**src/rtl/gcd_pkg.sv**
```systemverilog
// ---------------------------------------------------------------------------
// gcd_pkg
// Constants, types and elaboration-time table functions for the
// great-circle distance pipeline.
// ---------------------------------------------------------------------------
`default_nettype none

package gcd_pkg;

	// field widths
	localparam int LAT_W    = 31;
	localparam int LON_W    = 32;
	localparam int RADIUS_W = 24;
	localparam int DIST_W   = 26;
	localparam int OPND_W   = 33;

	typedef logic [RADIUS_W-1:0] radius_t;
	typedef logic [DIST_W-1:0]   dist_t;

	localparam radius_t RADIUS_RESET = 24'd6371000;
	localparam dist_t   DIST_MAX     = 26'h3FFFFFF;

	// pi at 61 fraction bits, degree-to-radian factor at the same scale
	localparam longint PI_Q61 = 64'h6487ED5110B4611A;
	localparam longint D2R    = PI_Q61 / 180;

	// degree-to-radian factor split into two halves for narrow multipliers
	localparam int D2R_HW = 28;
	localparam logic [D2R_HW-1:0] D2R_HI = D2R_HW'(D2R >> D2R_HW);
	localparam logic [D2R_HW-1:0] D2R_LO = D2R_HW'(D2R);

	// shift-subtract division, elaboration only
	function automatic longint unsigned div_c(input longint unsigned num,
		input longint unsigned den);
		longint unsigned q;
		longint unsigned rem;
		int b;
		q = 0;
		rem = 0;
		for (b = 63; b >= 0; b--) begin
			rem = {rem[62:0], num[b]};
			if (rem >= den) begin
				rem = rem - den;
				q[b] = 1'b1;
			end
		end
		return q;
	endfunction

	// arctangent of 2^-i from its series at 62 fraction bits, cut to f bits
	function automatic longint atan_c(input int i, input int f);
		longint sum;
		longint term;
		int k;
		int e;
		sum = 0;
		if (i == 0) begin
			sum = PI_Q61 >>> 1;
		end else begin
			for (k = 0; k < 32; k++) begin
				e = i * (2 * k + 1);
				if (e <= 62) begin
					term = longint'(div_c(64'd1 << (62 - e), 64'(2 * k + 1)));
					if (k[0]) sum = sum - term;
					else sum = sum + term;
				end
			end
		end
		return sum >>> (62 - f);
	endfunction

	// (a * b) >> f truncated toward zero, elaboration only
	function automatic longint mulq_c(input longint a, input longint b, input int f);
		logic [127:0] p;
		longint unsigned ua;
		longint unsigned ub;
		longint unsigned r;
		bit neg;
		neg = (a < 0) != (b < 0);
		ua = (a < 0) ? longint'(-a) : a;
		ub = (b < 0) ? longint'(-b) : b;
		p = 128'(ua) * 128'(ub);
		r = 64'(p >> f) & 64'h7FFFFFFFFFFFFFFF;
		return neg ? -longint'(r) : longint'(r);
	endfunction

	// inverse CORDIC gain by Newton steps on the squared gain
	function automatic longint gain_inv_c(input int iters, input int f);
		longint one;
		longint g2;
		longint r;
		int i;
		one = 64'sd1 <<< f;
		g2 = one;
		for (i = 0; i < iters; i++) begin
			if (2 * i < 63) g2 = g2 + (g2 >>> (2 * i));
		end
		r = (one * 3) / 5;
		for (i = 0; i < 8; i++) begin
			r = mulq_c(r, 3 * one - mulq_c(g2, mulq_c(r, r, f), f), f) >>> 1;
		end
		return r;
	endfunction

endpackage

`default_nettype wire

```
**src/rtl/gcd_mulq.sv**
```systemverilog
// ---------------------------------------------------------------------------
// gcd_mulq
// Registered fixed-point multiply: (a * b) >> F, truncated toward zero.
// ---------------------------------------------------------------------------
`default_nettype none

module gcd_mulq import gcd_pkg::*; #(
	parameter int W = 34,
	parameter int F = 30
) (
	input  logic                clk,
	input  logic signed [W-1:0] a,
	input  logic signed [W-1:0] b,
	output logic signed [W-1:0] p
);

	logic [W-1:0]        ua;
	logic [W-1:0]        ub;
	logic [2*W-1:0]      prod;
	logic [W-1:0]        mag;
	logic                neg;
	logic signed [W-1:0] p_q;

	// sign-magnitude product so the shift truncates toward zero
	always_comb begin
		neg  = a[W-1] ^ b[W-1];
		ua   = a[W-1] ? W'(-a) : W'(a);
		ub   = b[W-1] ? W'(-b) : W'(b);
		prod = (2 * W)'(ua) * (2 * W)'(ub);
		mag  = W'(prod >> F);
	end

	always_ff @(posedge clk) begin
		p_q <= neg ? -$signed(mag) : $signed(mag);
	end

	assign p = p_q;

endmodule

`default_nettype wire

```
**config.mk**
```make
export PLATFORM = sky130hd
export DESIGN_NAME = gcd_mulq
export DESIGN_NICKNAME = d
export VERILOG_FILES = /design/src/rtl/gcd_pkg.sv /design/src/rtl/gcd_mulq.sv
export SDC_FILE = /design/constraint.sdc
export NUM_CORES = 2
export LEC_CHECK = 0
export ABC_CLOCK_PERIOD_IN_PS = 16400
export BUFFER_PORTS_ARGS = -buffer_cell sky130_fd_sc_hd__buf_2
export CAP_MARGIN = 5
export CORE_ASPECT_RATIO = 1.1
export CORE_UTILIZATION = 45
export CTS_BUF_LIST = sky130_fd_sc_hd__clkbuf_8
export DETAILED_ROUTE_END_ITERATION = 7
export PLACE_DENSITY = 0.68
export SLEW_MARGIN = 20
export SYNTH_ARGS = -nofsm -noshare
export SYNTH_HDL_FRONTEND = slang
export SYNTH_SLANG_ARGS = --single-unit
```
**constraint.sdc**
```tcl
create_clock -name clk -period 16.4 [get_ports clk]
set_input_delay 0.82 -clock clk [delete_from_list [all_inputs] [get_ports clk]]
set_output_delay 0.82 -clock clk [all_outputs]
set_load 0.05 [all_outputs]
```
==> flow_metrics.py <==
metrics = {
    "logic_synthesis": {
        "synth-compound-area-share": 0.0546,
        "synth_top_family_by_area": "adder cells",
        "ys_warn_count": 0,
        "synth_edf_count": 0,
        "synthXorXnorAreaFrac": 0.0414,
        "yosys-top-cells-area": "fa_1 52%, inv_1 11%, ha_1 8.2%",
        "synthSimpleGateAreaFrac": 0.153,
        "synth_cells": 4573,
        "yosysSeqAreaShare": 0.0175,
        "synth_cell_types": 87,
        "synthAdderAreaFrac": 0.604,
        "netlist_area_um2": 38900,
        "async_flop_share": 0,
        "yosys_most_used_dff": "dfxtp_1",
        "synthTopCellsByCount": "1107 x inv_1, 1014 x fa_1, 724 x nand2_1",
        "synth_top_area_cell": "fa_1",
        "ys_ff_latch": 34,
        "synth_nets": 5911,
        "synth_most_common_cell": "inv_1",
        "synth_mux_area_frac": 0.00151,
        "synth_area_per_cell_um2": 8.50,
        "synth_top_area_frac": 0.522,
    },
    "floorplan": {
        "die_h_um": 310,
        "core_um2": 85200,
        "rows": 112,
        "fp.dieArea_um2": 87600,
        "start_util": 0.456,
        "io_pins": 103,
        "die_w_um": 282,
    },
    "critical_path": {
        "start_kind": "input pin",
        "critPathMostFrequentCell": "fa_1",
        "critPathBufInv": 6,
        "crit_family": "adder cells",
        "crit_arrival_ps": 13100,
        "endpoint_kind": "flip-flop",
        "cp.required_ps": 16570,
        "max_stage_delay_ps": 860,
        "crit_type": "in2reg",
        "crit_slowest_cell": "o41ai_1",
        "cp_max_fo": 26,
    },
    "placed_design": {
        "routabilityCongestion": 0.959,
        "post-place-cells": 5699,
        "dp_slack_ps": 3490,
        "portBuffers": 102,
        "hpwlAfterDp_um": 104000,
    },
    "global_routing": {
        "grt_usage": 0.306,
        "overflow": 0,
        "grt_pass1_wl_um": 198000,
        "antenna_found_initial": 2,
        "grt_max_degree": 38,
        "grt_pass1_vias": 33780,
    },
    "layout": {
        "finish.utilization": 0.487,
        "area_delta_synth_final_pct": 6.78,
        "fin_cells": 5706,
        "drive_gt1_frac": 0.0659,
        "fillCellCount": 8340,
        "nNetsFinal": 5904,
        "largest_reg_flops": 34,
    },
    "clock_network": {
        "cts_tree": "built",
        "cts_htree_levels": 2,
        "numCtsBuffers": 5,
        "clk_path_buf_depth": 2,
        "cts_num_sinks": 34,
        "postCtsSetupBuffers": 0,
        "clkTransAtPathRegs_ps": 60,
        "cts_resized": 0,
        "clockRootBuffer": "clkbuf_8",
        "postCtsHoldBufs": 0,
    },
    "drt": {
        "first_pass_iters": 6,
        "dr_total_vias": 31744,
        "drt_iter0_markers": 2603,
        "viasPerCell": 5.56,
        "drc_errors": 0,
        "ant_nets": 0,
        "post_drt_wl_per_cell_um": 22.7,
        "wl_um": 129000,
    },
    "sta": {
        "timing.final.crit_share": 0.788,
        "slew_viol_final": 0,
        "setup_violations": 0,
        "min_period_ps": 12930,
        "max_freq_mhz": 77.4,
        "relSlewSlack": 0.201,
        "tightest_slew_ps": 1190,
        "hold_violations": 0,
        "grt_setup_unrepaired": "false",
        "tns_ps": 0,
        "fin_ws_ps": 3470,
    },
    "min_path": {
        "worstHoldPathType": "in2reg",
    },
    "flow_run": {
        "cap_violations": 0,
    },
    "run_status": {
        "outcome": "finished clean",
    },
}
==> metal layers <==
metal | global-route usage | vias to the layer above | part of all wire
met1 | 0.366 | 16206 | 0.35
met3 | 0.0683 | 512 | 0.11
met2 | 0.494 | 1719 | 0.46
li1 | - | 13305 | -
met5 | 0 | - | 0.00010
met4 | 0.207 | 2 | 0.086
==> cell families (layout without fill, tap and decap cells) <==
logic type / count (synthesis) / in the layout
compound gates: 323 / 323
xor+xnor: 180 / 180
fa+ha+maj: 1269 / 1269
buf+inv: 1319 / 1311
flops: 34 / 34
mux: 5 / 5
other cells: 0 / 1
simple gates: 1443 / 1443
==> layout make-up <==
cell class | count | area, µm² | area share
Sequential cell | 34 | 681 | 0.0164
Tap cell | 1140 | 1430 | 0.0344
Inverter | 1108 | 4160 | 0.100
Clock buffer | 6 | 82.6 | 0.00199
Multi-Input combinational cell | 3220 | 33900 | 0.818
Antenna cell | 1 | 2.50 | 0.0000603
Timing Repair Buffer | 197 | 1220 | 0.0295
==> worst paths after layout <==
kind,start,end,slack [ps],cells after the start
setup / recovery,b[0],p[33]$_DFF_P_,3470,33
hold / removal,a[33],p[1]$_DFF_P_,1510,4
==> through the flow <==
step / area (µm²) / hold slack, ps
3_3_place_gp: 41400 / 1290
2_1_floorplan: 38900 / 1260
3_5_place_dp: 41400 / 1290
5_1_grt: 41500 / 1540
4_1_cts: 41500 / 1460
6_report: 41500 / 1510
==> placed cells by master, fill, tap and decap left out, types with 18 or more instances in the layout <==
cell type     n
xor2_2       18
ha_1        255
nand4_1      18
fa_1       1014
nor3_1       20
buf_4        95
a31oi_1      22
nor2_1      548
dfxtp_1      34
xor2_1       48
xnor2_1      63
o21ai_0      75
xnor2_2      33
a21oi_1      86
buf_2       102
and2_1       27
inv_1      1107
nand2_1     724
Power is left out: the tool's default activity adds up to more than one toggle a clock period on the data nets, which glitch-free logic cannot reach.
