$ cat src/rtl/gcd_pkg.sv
// ---------------------------------------------------------------------------
// gcd_pkg
// Constants, types and elaboration-time table functions for the
// great-circle distance pipeline.
// ---------------------------------------------------------------------------
`default_nettype none

package gcd_pkg;

	// field widths
	localparam int LAT_W    = 31;
	localparam int LON_W    = 32;
	localparam int RADIUS_W = 24;
	localparam int DIST_W   = 26;
	localparam int OPND_W   = 33;

	typedef logic [RADIUS_W-1:0] radius_t;
	typedef logic [DIST_W-1:0]   dist_t;

	localparam radius_t RADIUS_RESET = 24'd6371000;
	localparam dist_t   DIST_MAX     = 26'h3FFFFFF;

	// pi at 61 fraction bits, degree-to-radian factor at the same scale
	localparam longint PI_Q61 = 64'h6487ED5110B4611A;
	localparam longint D2R    = PI_Q61 / 180;

	// degree-to-radian factor split into two halves for narrow multipliers
	localparam int D2R_HW = 28;
	localparam logic [D2R_HW-1:0] D2R_HI = D2R_HW'(D2R >> D2R_HW);
	localparam logic [D2R_HW-1:0] D2R_LO = D2R_HW'(D2R);

	// shift-subtract division, elaboration only
	function automatic longint unsigned div_c(input longint unsigned num,
		input longint unsigned den);
		longint unsigned q;
		longint unsigned rem;
		int b;
		q = 0;
		rem = 0;
		for (b = 63; b >= 0; b--) begin
			rem = {rem[62:0], num[b]};
			if (rem >= den) begin
				rem = rem - den;
				q[b] = 1'b1;
			end
		end
		return q;
	endfunction

	// arctangent of 2^-i from its series at 62 fraction bits, cut to f bits
	function automatic longint atan_c(input int i, input int f);
		longint sum;
		longint term;
		int k;
		int e;
		sum = 0;
		if (i == 0) begin
			sum = PI_Q61 >>> 1;
		end else begin
			for (k = 0; k < 32; k++) begin
				e = i * (2 * k + 1);
				if (e <= 62) begin
					term = longint'(div_c(64'd1 << (62 - e), 64'(2 * k + 1)));
					if (k[0]) sum = sum - term;
					else sum = sum + term;
				end
			end
		end
		return sum >>> (62 - f);
	endfunction

	// (a * b) >> f truncated toward zero, elaboration only
	function automatic longint mulq_c(input longint a, input longint b, input int f);
		logic [127:0] p;
		longint unsigned ua;
		longint unsigned ub;
		longint unsigned r;
		bit neg;
		neg = (a < 0) != (b < 0);
		ua = (a < 0) ? longint'(-a) : a;
		ub = (b < 0) ? longint'(-b) : b;
		p = 128'(ua) * 128'(ub);
		r = 64'(p >> f) & 64'h7FFFFFFFFFFFFFFF;
		return neg ? -longint'(r) : longint'(r);
	endfunction

	// inverse CORDIC gain by Newton steps on the squared gain
	function automatic longint gain_inv_c(input int iters, input int f);
		longint one;
		longint g2;
		longint r;
		int i;
		one = 64'sd1 <<< f;
		g2 = one;
		for (i = 0; i < iters; i++) begin
			if (2 * i < 63) g2 = g2 + (g2 >>> (2 * i));
		end
		r = (one * 3) / 5;
		for (i = 0; i < 8; i++) begin
			r = mulq_c(r, 3 * one - mulq_c(g2, mulq_c(r, r, f), f), f) >>> 1;
		end
		return r;
	endfunction

endpackage

`default_nettype wire

$ cat src/rtl/gcd_sqrt_cell.sv
// ---------------------------------------------------------------------------
// gcd_sqrt_cell
// One bit of a restoring integer square root: tries bit B of the root
// against the running remainder, output registered.
// ---------------------------------------------------------------------------
`default_nettype none

module gcd_sqrt_cell import gcd_pkg::*; #(
	parameter int RW = 64,
	parameter int RT = 32,
	parameter int B  = 0
) (
	input  logic          clk,
	input  logic [RW-1:0] rem,
	input  logic [RT-1:0] root,
	output logic [RW-1:0] rem_next,
	output logic [RT-1:0] root_next
);

	logic [RW-1:0] trial;
	logic [RW-1:0] rem_q;
	logic [RT-1:0] root_q;

	// (r + 2^B)^2 - r^2 = r * 2^(B+1) + 2^(2B)
	assign trial = (RW'(root) << (B + 1)) + (RW'(1) << (2 * B));

	always_ff @(posedge clk) begin
		if (rem >= trial) begin
			rem_q  <= rem - trial;
			root_q <= root | (RT'(1) << B);
		end else begin
			rem_q  <= rem;
			root_q <= root;
		end
	end

	assign rem_next  = rem_q;
	assign root_next = root_q;

endmodule

`default_nettype wire

$ cat config.mk
export PLATFORM = sky130hd
export DESIGN_NAME = gcd_sqrt_cell
export DESIGN_NICKNAME = d
export VERILOG_FILES = /design/src/rtl/gcd_pkg.sv /design/src/rtl/gcd_sqrt_cell.sv
export SDC_FILE = /design/constraint.sdc
export NUM_CORES = 1
export LEC_CHECK = 0
export BUFFER_PORTS_ARGS = -buffer_cell sky130_fd_sc_hd__buf_2
export CORE_MARGIN = 3
export CORE_UTILIZATION = 50
export DETAILED_ROUTE_END_ITERATION = 10
export GPL_TIMING_DRIVEN = 0
export PLACE_DENSITY = 0.92
export REMOVE_ABC_BUFFERS = 1
export SYNTH_ARGS = -nofsm -noshare
export SYNTH_HDL_FRONTEND = slang
export SYNTH_SLANG_ARGS = --single-unit
$ cat constraint.sdc
create_clock -name clk -period 4 [get_ports clk]
set_input_delay 0.4 -clock clk [delete_from_list [all_inputs] [get_ports clk]]
set_output_delay 0.4 -clock clk [all_outputs]
set_load 0.01 [all_outputs]
==> flow_summary.ini, run 1 <==
[sta]
fin_crit_ns = 3.42
whs_ns = 0.142
slew_violations = 0
rsz0062_at_grt = false
finalSetupViolCount = 0
finalHoldViolations = 0
fin_crit_sh_pct = 85.6
layout_setup_ws_ns = 0.577
fmax_ghz = 0.292
relSlewSlack_pct = 51.9
worst_pin_slew_ns = 0.713

[finish]
multi_input_area_mm2 = 0.00289
final_layout_size_suffix_gt1_share_pct = 28.0
final_nets = 916
area_growth_pct = 25.5
regArea_mm2 = 0.00192
n_fill_cell = 842
final_cells = 923
antenna_cells = 0

[grt]
grt_pass1_vias = 4773
antenna_found_initial = 0
grt_pass1_wl_mm = 22.1
track_usage_pct = 24.0
gr-total-overflow = 0
grt_max_degree = 53

[clock_network]
cts_root_buffer = clkbuf_8
clockBufferDepth = 2
numCtsBuffers = 9
hold_buffers = 0
clock_sinks = 96
cts_tree = built
clk_pin_slew_worst_paths_ns = 0.10
cts_resized = 0
post_cts_buffers = 0
htree_levels = 3

[yosys]
synthTopCellsByArea = dfxtp_1, ha_1, a21oi_1
synthArstFlopShare_pct = 0
yosysMostFrequentCell = dfxtp_1
synth_top_area_share_pct = 38.0
synth_top_family_by_area = simple AND/OR/NAND/NOR gates
synth-simple-area-share_pct = 19.7
ys_ff_latch = 96
synth_ff_type = dfxtp_1
synth_area_per_cell_um2 = 8.40
yosys_warnings = 0
netlist_instances = 601
synth_compound_gate_area_share_pct = 17.8
ys_types = 57
synth_edf_count = 0
yosys.area_share.adder_pct = 8.57
synth_xor_area_share_pct = 10.8
muxShareOfSynthArea_pct = 0.223
synth_common_cells = dfxtp_1, a21oi_1, nor2_1, nand2_1, inv_1
syn-cell-area_mm2 = 0.00505
yosysTopAreaCell = dfxtp_1
synth-seq-area-share_pct = 38.0

[placed_design]
hpwl_mm = 11.1
post-place-cells = 906
place_ws_ns = -0.196
place_congestion = 0.908
numPortBuffers = 192

[worst_setup_path]
critPathKind = primary input to flop
cp-startpoint = root[17]
max_stage_delay_ns = 0.67
crit_arrival_ns = 3.73
cpLargestDelayFamily = compound AO/OA/AOI/OAI gates
worstPathMaxFanout = 52
setup.worst_path.start_class = primary input
crit_slowest_cell = a221o_4
cp_cell_sequence = buf_2, inv_1, ha_1, nand2_1, o21ai_1, a21oi_1, o41ai_1, a221o_4, nand4b_4, nor4_1, xor2_1
worst-path-buf-inv = 2
end_kind = flop
critPathRequiredTime_ns = 4.30

[power]
ir_drop_mv = 0.232
power_w = 0.00249
power.density_mw_per_mm2 = 393
leakage_nw = 2.98

[min_path]
min_from = root[5]
hp-class = primary input to flop

[route]
dr.pass1.iters = 5
drt_iter0_markers = 301
wl_mm = 13.9
ant_nets = 0
drc = 0
wire_per_inst_um = 15.1
via_per_inst = 5.42
vias = 5001

[die]
die_h_um = 107
io_pins = 193
core_mm2 = 0.00982
start_util_pct = 51.4
die_w_um = 107
rows = 36
dieArea_mm2 = 0.0113

[flow_run]
cap_violations = 0

[outcome]
status = finished clean
==> flip-flops by register name, summed over array words and instances, names as in the netlist <==
register and cells:
root_next 32, rem_next 64
==> final cells by class <==
type                       count  area share (%)
clock buffer                  11            2.39
multi-input combinational    445            45.6
tap                          133            2.62
timing repair buffer         193            15.3
inverter                      40            2.37
sequential                    96            30.3
clock inverter                 5            1.36
==> final timing paths <==
check             slack [ns]      endpoint  cells after the start
setup / recovery        0.58  rem_next[59]                     11
hold / removal          0.14  root_next[5]                      1
==> power breakdown <==
part	total, W	internal (W)	switching [W]	leakage [nW]
combinational	0.000661	0.000276	0.000385	2.05
sequential	0.00109	0.00107	0.0000246	0.810
clock	0.000739	0.000391	0.000348	0.120
==> kinds of logic (layout without fill, tap and decap cells) <==
kind of cell | after synthesis | after routing
flops | 96 | 96
mux | 1 | 1
compound gates | 151 | 151
simple gates | 197 | 197
fa+ha+maj | 34 | 34
xor+xnor | 62 | 62
buf+inv | 60 | 249
==> metal layers <==
metal / routed length (um) / track usage [%] / vias up
met5: 0 / 0 / -
met4: 444 / 9.86 / 0
met1: 5760 / 30.2 / 2231
li1: - / - / 2489
met2: 6540 / 40.3 / 245
met3: 1150 / 4.49 / 36
==> through the flow <==
stage / setup TNS (ns) / cell area, um2 / utilization [%]
global placement: -14.04 / 6080 / 61.9
detailed placement: -0.460 / 6080 / 61.9
floorplan: 0 / 4950 / -
finish: 0 / 6340 / 64.6
global route: 0 / 6340 / 64.6
CTS: 0 / 6320 / 64.4
==> layout by cell type (no fill, tap or decap), types with 8 or more instances in the layout <==
master,count
a21oi_1,69
buf_2,192
clkbuf_8,11
dfxtp_1,96
ha_1,33
inv_1,40
nand2_1,45
nand3_1,12
nand4_1,11
nor2_1,58
nor3_1,20
nor4_1,11
o21ai_0,35
or4_1,8
xnor2_1,26
xor2_1,36
Note: power is estimated with default switching activity, not from simulation.
==> run 2, diff against run 1 <==
Settings changed: REMOVE_ABC_BUFFERS 1 to not set.
==> run 2 against run 1 <==
  * Sequential share of layout area decreased by 0.15 points
  * Power is 4.2% lower
  * Combinational power is 0.8% higher
  * Clock power decreased by 15%
  * Fmax up 6.6%
  * Sequential power barely moved
  * Largest cell class unchanged
==> flow_summary.ini, run 2 (synthesis results as in run 1) <==
[outcome]
status = finished clean

[finish]
largest_reg_flops = 64
area_growth_pct = 26.2
final_nets = 935
antenna_cells = 0
final_cell_mix = buf_2, dfxtp_1, a21oi_1
stdcell_area_mm2 = 0.00637
layout_commonest_cell = buf_2
final_layout_size_suffix_gt1_share_pct = 28.1

[placed_design]
placedInstanceArea_mm2 = 0.00618
numPortBuffers = 192
place_congestion = 0.930
hpwl_mm = 11.6
place_ws_ns = 0.449

[power]
ir_drop_mv = 0.264
power.density_mw_per_mm2 = 375
leakage_nw = 2.99

[die]
dieArea_mm2 = 0.0113
core_mm2 = 0.00982
die_h_um = 107
start_util_pct = 51.4
io_pins = 193
rows = 36
die_w_um = 107

[worst_setup_path]
critPathRequiredTime_ns = 4.29
worstPathMaxFanout = 10
setup.worst_path.start_class = primary input
critPathKind = primary input to flop
end_kind = flop
crit_arrival_ns = 3.50

[grt]
grt_pass1_wl_mm = 22.6
grt_max_degree = 17
gr-total-overflow = 0
antenna_found_initial = 0
grt_pass1_vias = 4848
track_usage_pct = 24.8

[clock_network]
clk_pin_slew_worst_paths_ns = 0.10
hold_buffers = 0
numCtsBuffers = 9
htree_levels = 3
clock_sinks = 96
cts_root_buffer = clkbuf_8
cts_resized = 0
post_cts_buffers = 0
clockBufferDepth = 2
cts_tree = built

[sta]
finalSetupViolCount = 0
fin_crit_ns = 3.21
tns_ns = 0
relSlewSlack_pct = 41.9
slew_violations = 0
fin_crit_sh_pct = 80.2
finalHoldViolations = 0
layout_setup_ws_ns = 0.790
worst_pin_slew_ns = 0.871
fmax_ghz = 0.312
rsz0062_at_grt = false

[route]
via_per_inst = 5.44
drt_iter0_markers = 250
drc = 0
wl_mm = 14.3
ant_nets = 0
dr.pass1.iters = 5
vias = 5122
wire_per_inst_um = 15.2

[min_path]
hp-class = primary input to flop

[yosys]
syn-num-nets = 732

[flow_run]
cap_violations = 0
-- run 2: changes by cell type in the layout (fill, tap and decap cells not counted), moves of 2 or more --
cell      delta
clkbuf_8     -2
buf_2        +6
clkbuf_1    +12
clkinv_2     +3
-- run 2: report_power, final --
group / internal [W] / switching, W / total, W
sequential: 0.00107 / 0.0000235 / 0.00109
clock: 0.000289 / 0.000341 / 0.000630
combinational: 0.000277 / 0.000389 / 0.000666
total: 0.00163 / 0.000754 / 0.00239
-- run 2: final cells by class --
class | count | area, um2
Multi-Input combinational cell | 445 | 2880
Timing Repair Buffer | 192 | 961
Sequential cell | 96 | 1920
Fill cell | 864 | 3450
Clock buffer | 9 | 124
Clock inverter | 7 | 70.1
Buffer | 20 | 97.6
Tap cell | 133 | 166
Inverter | 40 | 150
-- run 2: per-layer routing --
metal	vias to the layer above	track usage (%)	routed length, um
met2	253	41.9	6730
met4	0	8.22	310
li1	2514	-	-
met5	-	0	0
met3	33	8.20	1410
met1	2322	29.5	5840
-- run 2: worst paths after layout --
kind | from | end | slack (ns) | cells after the start
setup / recovery | rem[44] | rem_next[4] | 0.79 | 10
hold / removal | root[5] | root_next[5] | 0.13 | 1
-- run 2: metrics by stage --
| stage | util [%] | instances | hold WS (ns) | power (W) |
|---|---|---|---|---|
| 4_1_cts | 64.9 | 942 | 0.121 | 0.00239 |
| 6_report | 64.9 | 942 | 0.129 | 0.00239 |
| 5_1_grt | 64.9 | 942 | 0.114 | 0.00251 |
| 2_1_floorplan | - | 601 | 0.428 | 0.00151 |
| 3_3_place_gp | 62.9 | 926 | 0.516 | 0.00176 |
| 3_5_place_dp | 62.9 | 926 | 0.518 | 0.00177 |
-- run 2: critical path: stages --
cell       delay (ns)
buf_2            0.12
or4_1            0.54
or4b_1           0.52
buf_2            0.19
nand4bb_1        0.23
a31o_1           0.25
a221oi_2         0.66
buf_2            0.39
nand2_1          0.10
o21ai_0          0.09
