`src/rtl/gcd_pkg.sv`:
```
// ---------------------------------------------------------------------------
// gcd_pkg
// Constants, types and elaboration-time table functions for the
// great-circle distance pipeline.
// ---------------------------------------------------------------------------
`default_nettype none

package gcd_pkg;

	// field widths
	localparam int LAT_W    = 31;
	localparam int LON_W    = 32;
	localparam int RADIUS_W = 24;
	localparam int DIST_W   = 26;
	localparam int OPND_W   = 33;

	typedef logic [RADIUS_W-1:0] radius_t;
	typedef logic [DIST_W-1:0]   dist_t;

	localparam radius_t RADIUS_RESET = 24'd6371000;
	localparam dist_t   DIST_MAX     = 26'h3FFFFFF;

	// pi at 61 fraction bits, degree-to-radian factor at the same scale
	localparam longint PI_Q61 = 64'h6487ED5110B4611A;
	localparam longint D2R    = PI_Q61 / 180;

	// degree-to-radian factor split into two halves for narrow multipliers
	localparam int D2R_HW = 28;
	localparam logic [D2R_HW-1:0] D2R_HI = D2R_HW'(D2R >> D2R_HW);
	localparam logic [D2R_HW-1:0] D2R_LO = D2R_HW'(D2R);

	// shift-subtract division, elaboration only
	function automatic longint unsigned div_c(input longint unsigned num,
		input longint unsigned den);
		longint unsigned q;
		longint unsigned rem;
		int b;
		q = 0;
		rem = 0;
		for (b = 63; b >= 0; b--) begin
			rem = {rem[62:0], num[b]};
			if (rem >= den) begin
				rem = rem - den;
				q[b] = 1'b1;
			end
		end
		return q;
	endfunction

	// arctangent of 2^-i from its series at 62 fraction bits, cut to f bits
	function automatic longint atan_c(input int i, input int f);
		longint sum;
		longint term;
		int k;
		int e;
		sum = 0;
		if (i == 0) begin
			sum = PI_Q61 >>> 1;
		end else begin
			for (k = 0; k < 32; k++) begin
				e = i * (2 * k + 1);
				if (e <= 62) begin
					term = longint'(div_c(64'd1 << (62 - e), 64'(2 * k + 1)));
					if (k[0]) sum = sum - term;
					else sum = sum + term;
				end
			end
		end
		return sum >>> (62 - f);
	endfunction

	// (a * b) >> f truncated toward zero, elaboration only
	function automatic longint mulq_c(input longint a, input longint b, input int f);
		logic [127:0] p;
		longint unsigned ua;
		longint unsigned ub;
		longint unsigned r;
		bit neg;
		neg = (a < 0) != (b < 0);
		ua = (a < 0) ? longint'(-a) : a;
		ub = (b < 0) ? longint'(-b) : b;
		p = 128'(ua) * 128'(ub);
		r = 64'(p >> f) & 64'h7FFFFFFFFFFFFFFF;
		return neg ? -longint'(r) : longint'(r);
	endfunction

	// inverse CORDIC gain by Newton steps on the squared gain
	function automatic longint gain_inv_c(input int iters, input int f);
		longint one;
		longint g2;
		longint r;
		int i;
		one = 64'sd1 <<< f;
		g2 = one;
		for (i = 0; i < iters; i++) begin
			if (2 * i < 63) g2 = g2 + (g2 >>> (2 * i));
		end
		r = (one * 3) / 5;
		for (i = 0; i < 8; i++) begin
			r = mulq_c(r, 3 * one - mulq_c(g2, mulq_c(r, r, f), f), f) >>> 1;
		end
		return r;
	endfunction

endpackage

`default_nettype wire

```
`src/rtl/gcd_cordic_cell.sv`:
```
// ---------------------------------------------------------------------------
// gcd_cordic_cell
// One CORDIC micro-rotation with its output registered; rotation mode
// steers on the residual angle, vectoring mode steers on y.
// ---------------------------------------------------------------------------
`default_nettype none

module gcd_cordic_cell import gcd_pkg::*; #(
	parameter int     W         = 34,
	parameter int     SHIFT     = 0,
	parameter longint ATAN      = 0,
	parameter bit     VECTORING = 1'b0
) (
	input  logic                clk,
	input  logic signed [W-1:0] x,
	input  logic signed [W-1:0] y,
	input  logic signed [W-1:0] z,
	input  logic                flag,
	output logic signed [W-1:0] x_next,
	output logic signed [W-1:0] y_next,
	output logic signed [W-1:0] z_next,
	output logic                flag_next
);

	localparam logic signed [W-1:0] ATAN_W = W'(ATAN);

	logic signed [W-1:0] xs;
	logic signed [W-1:0] ys;
	logic                dir;
	logic signed [W-1:0] x_q;
	logic signed [W-1:0] y_q;
	logic signed [W-1:0] z_q;
	logic                flag_q;

	// direction: rotate toward zero angle or toward zero y
	always_comb begin
		xs = x >>> SHIFT;
		ys = y >>> SHIFT;
		if (VECTORING) dir = y[W-1] || (y == '0);
		else dir = !z[W-1];
	end

	always_ff @(posedge clk) begin
		if (dir) begin
			x_q <= x - ys;
			y_q <= y + xs;
			z_q <= z - ATAN_W;
		end else begin
			x_q <= x + ys;
			y_q <= y - xs;
			z_q <= z + ATAN_W;
		end
		flag_q <= flag;
	end

	assign x_next    = x_q;
	assign y_next    = y_q;
	assign z_next    = z_q;
	assign flag_next = flag_q;

endmodule

`default_nettype wire

```
`config.mk`:
```
export PLATFORM = sky130hd
export DESIGN_NAME = gcd_cordic_cell
export DESIGN_NICKNAME = d
export VERILOG_FILES = /design/src/rtl/gcd_pkg.sv /design/src/rtl/gcd_cordic_cell.sv
export SDC_FILE = /design/constraint.sdc
export NUM_CORES = 1
export LEC_CHECK = 0
export ABC_CLOCK_PERIOD_IN_PS = 2450
export BUFFER_PORTS_ARGS = -buffer_cell sky130_fd_sc_hd__buf_2
export CORE_ASPECT_RATIO = 1.5
export CORE_MARGIN = 1
export CORE_UTILIZATION = 40
export CTS_BUF_LIST = sky130_fd_sc_hd__clkbuf_8 sky130_fd_sc_hd__clkbuf_16
export DETAILED_ROUTE_END_ITERATION = 16
export PLACE_DENSITY = 0.65
export SETUP_SLACK_MARGIN = 0.4
export SLEW_MARGIN = 10
export SYNTH_ARGS = -nofsm -noshare
export SYNTH_HDL_FRONTEND = slang
export SYNTH_SLANG_ARGS = --single-unit
```
`constraint.sdc`:
```
create_clock -name clk -period 2.45 [get_ports clk]
set_input_delay 0.245 -clock clk [delete_from_list [all_inputs] [get_ports clk]]
set_output_delay 0.245 -clock clk [all_outputs]
set_load 0.01 [all_outputs]
```
==> PnR_summary.wiki <==
{| class="wikitable"
! Metric !! Value
|-
| Clk slew on worst S/H paths || about 0.08 ns
|-
| Count of boundary I/O pins || a little over 200
|-
| Via/cell ratio || between 5 and 6
|-
| Routed WL || 34.2 mm
|-
| Synthesis-to-layout area growth || 71.4%
|-
| Share of async-settable or async-resettable flops after synthesis || 0%
|-
| Min-Delay Startpoint || x[0]
|-
| Router iterations before antenna repair || 5
|-
| Iteration-0 DRC Markers || 735
|-
| Min Hold Slack || 0.213 ns
|-
| Cell breakdown of the critical path || buf_12, ha_4, fa_2, nor2b_4, o211ai_1, nand4_1, nand4b_1, a21oi_2, buf_4, o21bai_4, mux2i_1, a211oi_2
|-
| Number of global-route vias before repair || about 10000
|-
| Kind of cell adding the most delay to the critical path || simple AND/OR/NAND/NOR gates
|-
| Netlist area before placement || 8190 µm²
|-
| Data arrival time at the worst-slack endpoint || ~2.6 ns
|-
| Power share of the clock group || 20.0%
|-
| Result of the run || completed
|-
| Post-route ant nets || 0
|-
| Global placer's final weighted congestion || a little under 1
|-
| Max stage delay cell, worst path || sky130_fd_sc_hd__fa_2
|-
| Type of the most critical hold path || primary input to flip-flop
|-
| Initial cell density of the core || roughly two fifths
|-
| Post-synth EDFFs || 0
|-
| Initial antenna violation count || 0
|-
| Detailed-route wire length per cell || 19.1 µm
|-
| Most common cell after layout, fill and taps aside || sky130_fd_sc_hd__buf_4
|-
| Placed wire-length estimate || 25.7 mm
|-
| Total of buffers placed on input and output ports || approximately 200
|-
| Combinational fraction of design power || 50.8%
|-
| Number of antenna cells inserted || 0
|-
| Largest net degree at the start of global routing || 40
|-
| Inserted Clock Buffers || 9
|-
| WS Path Type || primary input to flip-flop
|-
| Mapped Nets || around 1200
|-
| Hold depth || 4
|-
| Total via count in the routed design || around 10000
|-
| Final max-slew violation count || 0
|-
| Endpoint of the worst hold path || x_next[0]
|-
| Pre-CTS setup slack || -0.434 ns
|-
| Die Width || 119 µm
|-
| Tmin final || about 2.4 ns
|-
| Final setup violation count || 0
|-
| First-pass GRT wire length || 50.8 mm
|-
| Global-route usage over all layers || 31.2%
|-
| Dominant synthesized flop cell || sky130_fd_sc_hd__dfxtp_1
|-
| Nets || approximately 1700
|-
| Switching component of the power || around 2600 µW
|-
| Final critical-path share of the clock period || 96.1%
|-
| Average cell area after synthesis || ~8 µm²
|-
| Worst slew margin || between 50% and 60%
|-
| Htree depth || 3
|-
| Achievable frequency || around 420 MHz
|-
| Instance count of the mapped netlist || ~1000
|-
| Maximum count of clock buffers along a single path || 2
|-
| Synthesis Warnings || 0
|-
| Final routed DRC violation total || 0
|-
| Count of cell types in the netlist || a little over 70
|-
| Std cell rows || 63
|-
| Switching power as a share of total power || ~38%
|-
| Core area || between 15000 and 20000 µm²
|-
| Part of the power in registers || between 20% and 30%
|-
| Pint || between 4000 and 5000 µW
|-
| CTS sink cnt || 102
|-
| Startpoint types || primary input
|-
| Slowest stage delay, CP || roughly 0.36 ns
|-
| Layout cell share with drive strength beyond 1 || between 40% and 50%
|-
| Measured slew at the worst slew-check pin || around 0.60 ns
|-
| Die extent in y || 177 µm
|-
| Total power divided by cell area || ~500 nW/µm²
|-
| RSZ-0062 raised after global routing || yes
|-
| Worst Setup Slack, final || 0.0966 ns
|-
| Max_cap viols || 0
|-
| Synthesis-stage register bit count || 102
|-
| Largest voltage drop on the vdd net || roughly 0.33 mV
|-
| Final Power || between 6000 and 7000 µW
|-
| CTS tree || done
|-
| Largest fanout of any net on the critical path || 4
|-
| Commonest cells after routing, fill and taps aside || sky130_fd_sc_hd__buf_4, sky130_fd_sc_hd__buf_2, sky130_fd_sc_hd__dfxtp_1
|-
| Endpoint class of the critical path || flip-flop
|-
| Req. time, crit path || between 2 and 3 ns
|-
| CTS Root Buffer Type || sky130_fd_sc_hd__clkbuf_16
|-
| Final count of hold timing violations || 0
|-
| Buffers and inverters on the worst path || 2
|-
| Final global-route overflow total || 0
|-
| Floorplan die area || approximately 21000 µm²
|-
| Seq/Total Area, Yosys || 24.9%
|-
| Leakage component of the power || around 0.0064 µW
|}
## routing by layer
| layer | vias to the layer above | GRT usage (%) | wire length, µm |
|---|---|---|---|
| met5 | - | 0 | 0 |
| met1 | 4688 | 29.2 | 11300 |
| met3 | 170 | 4.45 | 1820 |
| met4 | 0 | 25.2 | 2810 |
| met2 | 469 | 60.0 | 18300 |
| li1 | 4646 | - | - |
## what timing repair did
action                                  in CTS  in global routing
endpoints found under the hold margin       34                  0
cloned                                       0                  1
buffers inserted                            23                 23
gates resized for setup                    151                131
endpoints found under the setup margin      46                 51
hold buffers                                34                  0
pin swaps                                   98                101
## state kept, by name (all words and copies together), names as in the netlist
signal	cells
x_next	34
z_next	34
y_next	33
flag_next	1
## worst max path at each step
stage	from	end	slack, ns	cells after the start
after floorplan	y[16]	x_next[28]	0.18	11
after CTS	y[0]	y_next[25]	0.11	11
after detailed placement	y[1]	y_next[25]	-0.43	10
final	y[0]	x_next[16]	0.1	12
after global routing	x[0]	y_next[16]	0.05	13
after global placement	y[1]	y_next[25]	-0.42	10
## cells by family after synthesis
group	after synthesis	synth area share [%]
compound gates	349	27.5
xor+xnor	63	6.74
flops	102	24.9
buf+inv	149	7.21
fa+ha+maj	103	16.0
mux	17	2.09
simple gates	256	15.5
## final cells by class
class / count / area [µm²]
Inverter: 100 / 444
Sequential cell: 102 / 2040
Multi-Input combinational cell: 788 / 7210
Clock buffer: 9 / 225
Clock inverter: 6 / 43.8
Fill cell: 1554 / 5900
Timing Repair Buffer: 525 / 3750
Tap cell: 260 / 325
## per-stage QoR
stage          area (µm²)  utilization, %  instances  TNS (ns)
2_1_floorplan        8970               -       1039         0
3_3_place_gp        11800            59.0       1694     -9.02
3_5_place_dp        11800            59.0       1694    -10.02
4_1_cts             13200            66.4       1766         0
5_1_grt             14000            70.4       1790         0
6_report            14000            70.4       1790         0
## power groups by stage
stage	Sequential, µW	Clock, µW	Combinational, µW
floorplan	2230	0	1440
CTS	2040	1420	3220
global route	2060	1480	3760
finish	2030	1390	3540
global placement	2070	0	2860
detailed placement	2070	0	2890
## cells in the mapped netlist (6+ instances only)
| library cell | number | area share [%] |
|---|---|---|
| sky130_fd_sc_hd__ha_1 | 100 | 15 |
| sky130_fd_sc_hd__nor4_1 | 7 | 0.53 |
| sky130_fd_sc_hd__nor2_1 | 79 | 3.6 |
| sky130_fd_sc_hd__a31oi_1 | 13 | 0.99 |
| sky130_fd_sc_hd__xor2_1 | 6 | 0.64 |
| sky130_fd_sc_hd__o211ai_1 | 11 | 1.0 |
| sky130_fd_sc_hd__o21ai_0 | 60 | 3.7 |
| sky130_fd_sc_hd__a211oi_1 | 14 | 1.3 |
| sky130_fd_sc_hd__xnor2_1 | 57 | 6.1 |
| sky130_fd_sc_hd__clkbuf_1 | 27 | 1.2 |
| sky130_fd_sc_hd__nand2b_1 | 11 | 0.84 |
| sky130_fd_sc_hd__a21oi_1 | 114 | 7.0 |
| sky130_fd_sc_hd__o21bai_1 | 26 | 2.4 |
| sky130_fd_sc_hd__a21o_1 | 20 | 1.8 |
| sky130_fd_sc_hd__buf_1 | 6 | 0.27 |
| sky130_fd_sc_hd__buf_2 | 13 | 0.79 |
| sky130_fd_sc_hd__o211a_1 | 6 | 0.73 |
| sky130_fd_sc_hd__o21ai_1 | 11 | 0.67 |
| sky130_fd_sc_hd__nor3_1 | 22 | 1.3 |
| sky130_fd_sc_hd__a211o_1 | 6 | 0.64 |
| sky130_fd_sc_hd__nand3_1 | 19 | 1.2 |
| sky130_fd_sc_hd__nand4_1 | 14 | 1.1 |
| sky130_fd_sc_hd__or3_1 | 7 | 0.53 |
| sky130_fd_sc_hd__nand2_1 | 42 | 1.9 |
| sky130_fd_sc_hd__inv_1 | 93 | 4.3 |
| sky130_fd_sc_hd__o22ai_1 | 7 | 0.53 |
| sky130_fd_sc_hd__nor2b_1 | 18 | 1.4 |
| sky130_fd_sc_hd__nor3b_1 | 7 | 0.64 |
| sky130_fd_sc_hd__and3_1 | 8 | 0.61 |
| sky130_fd_sc_hd__o21a_1 | 6 | 0.55 |
| sky130_fd_sc_hd__mux2i_1 | 16 | 2.0 |
| sky130_fd_sc_hd__dfxtp_1 | 102 | 25 |
| sky130_fd_sc_hd__or2_2 | 6 | 0.46 |
## worst min-delay path, delay by kind of cell
family | cells | cell delay, ns
buffers and inverters | 3 | 0.20
adder cells (fa/ha/maj) | 1 | 0.11
Power figures use the tool's default switching activity.
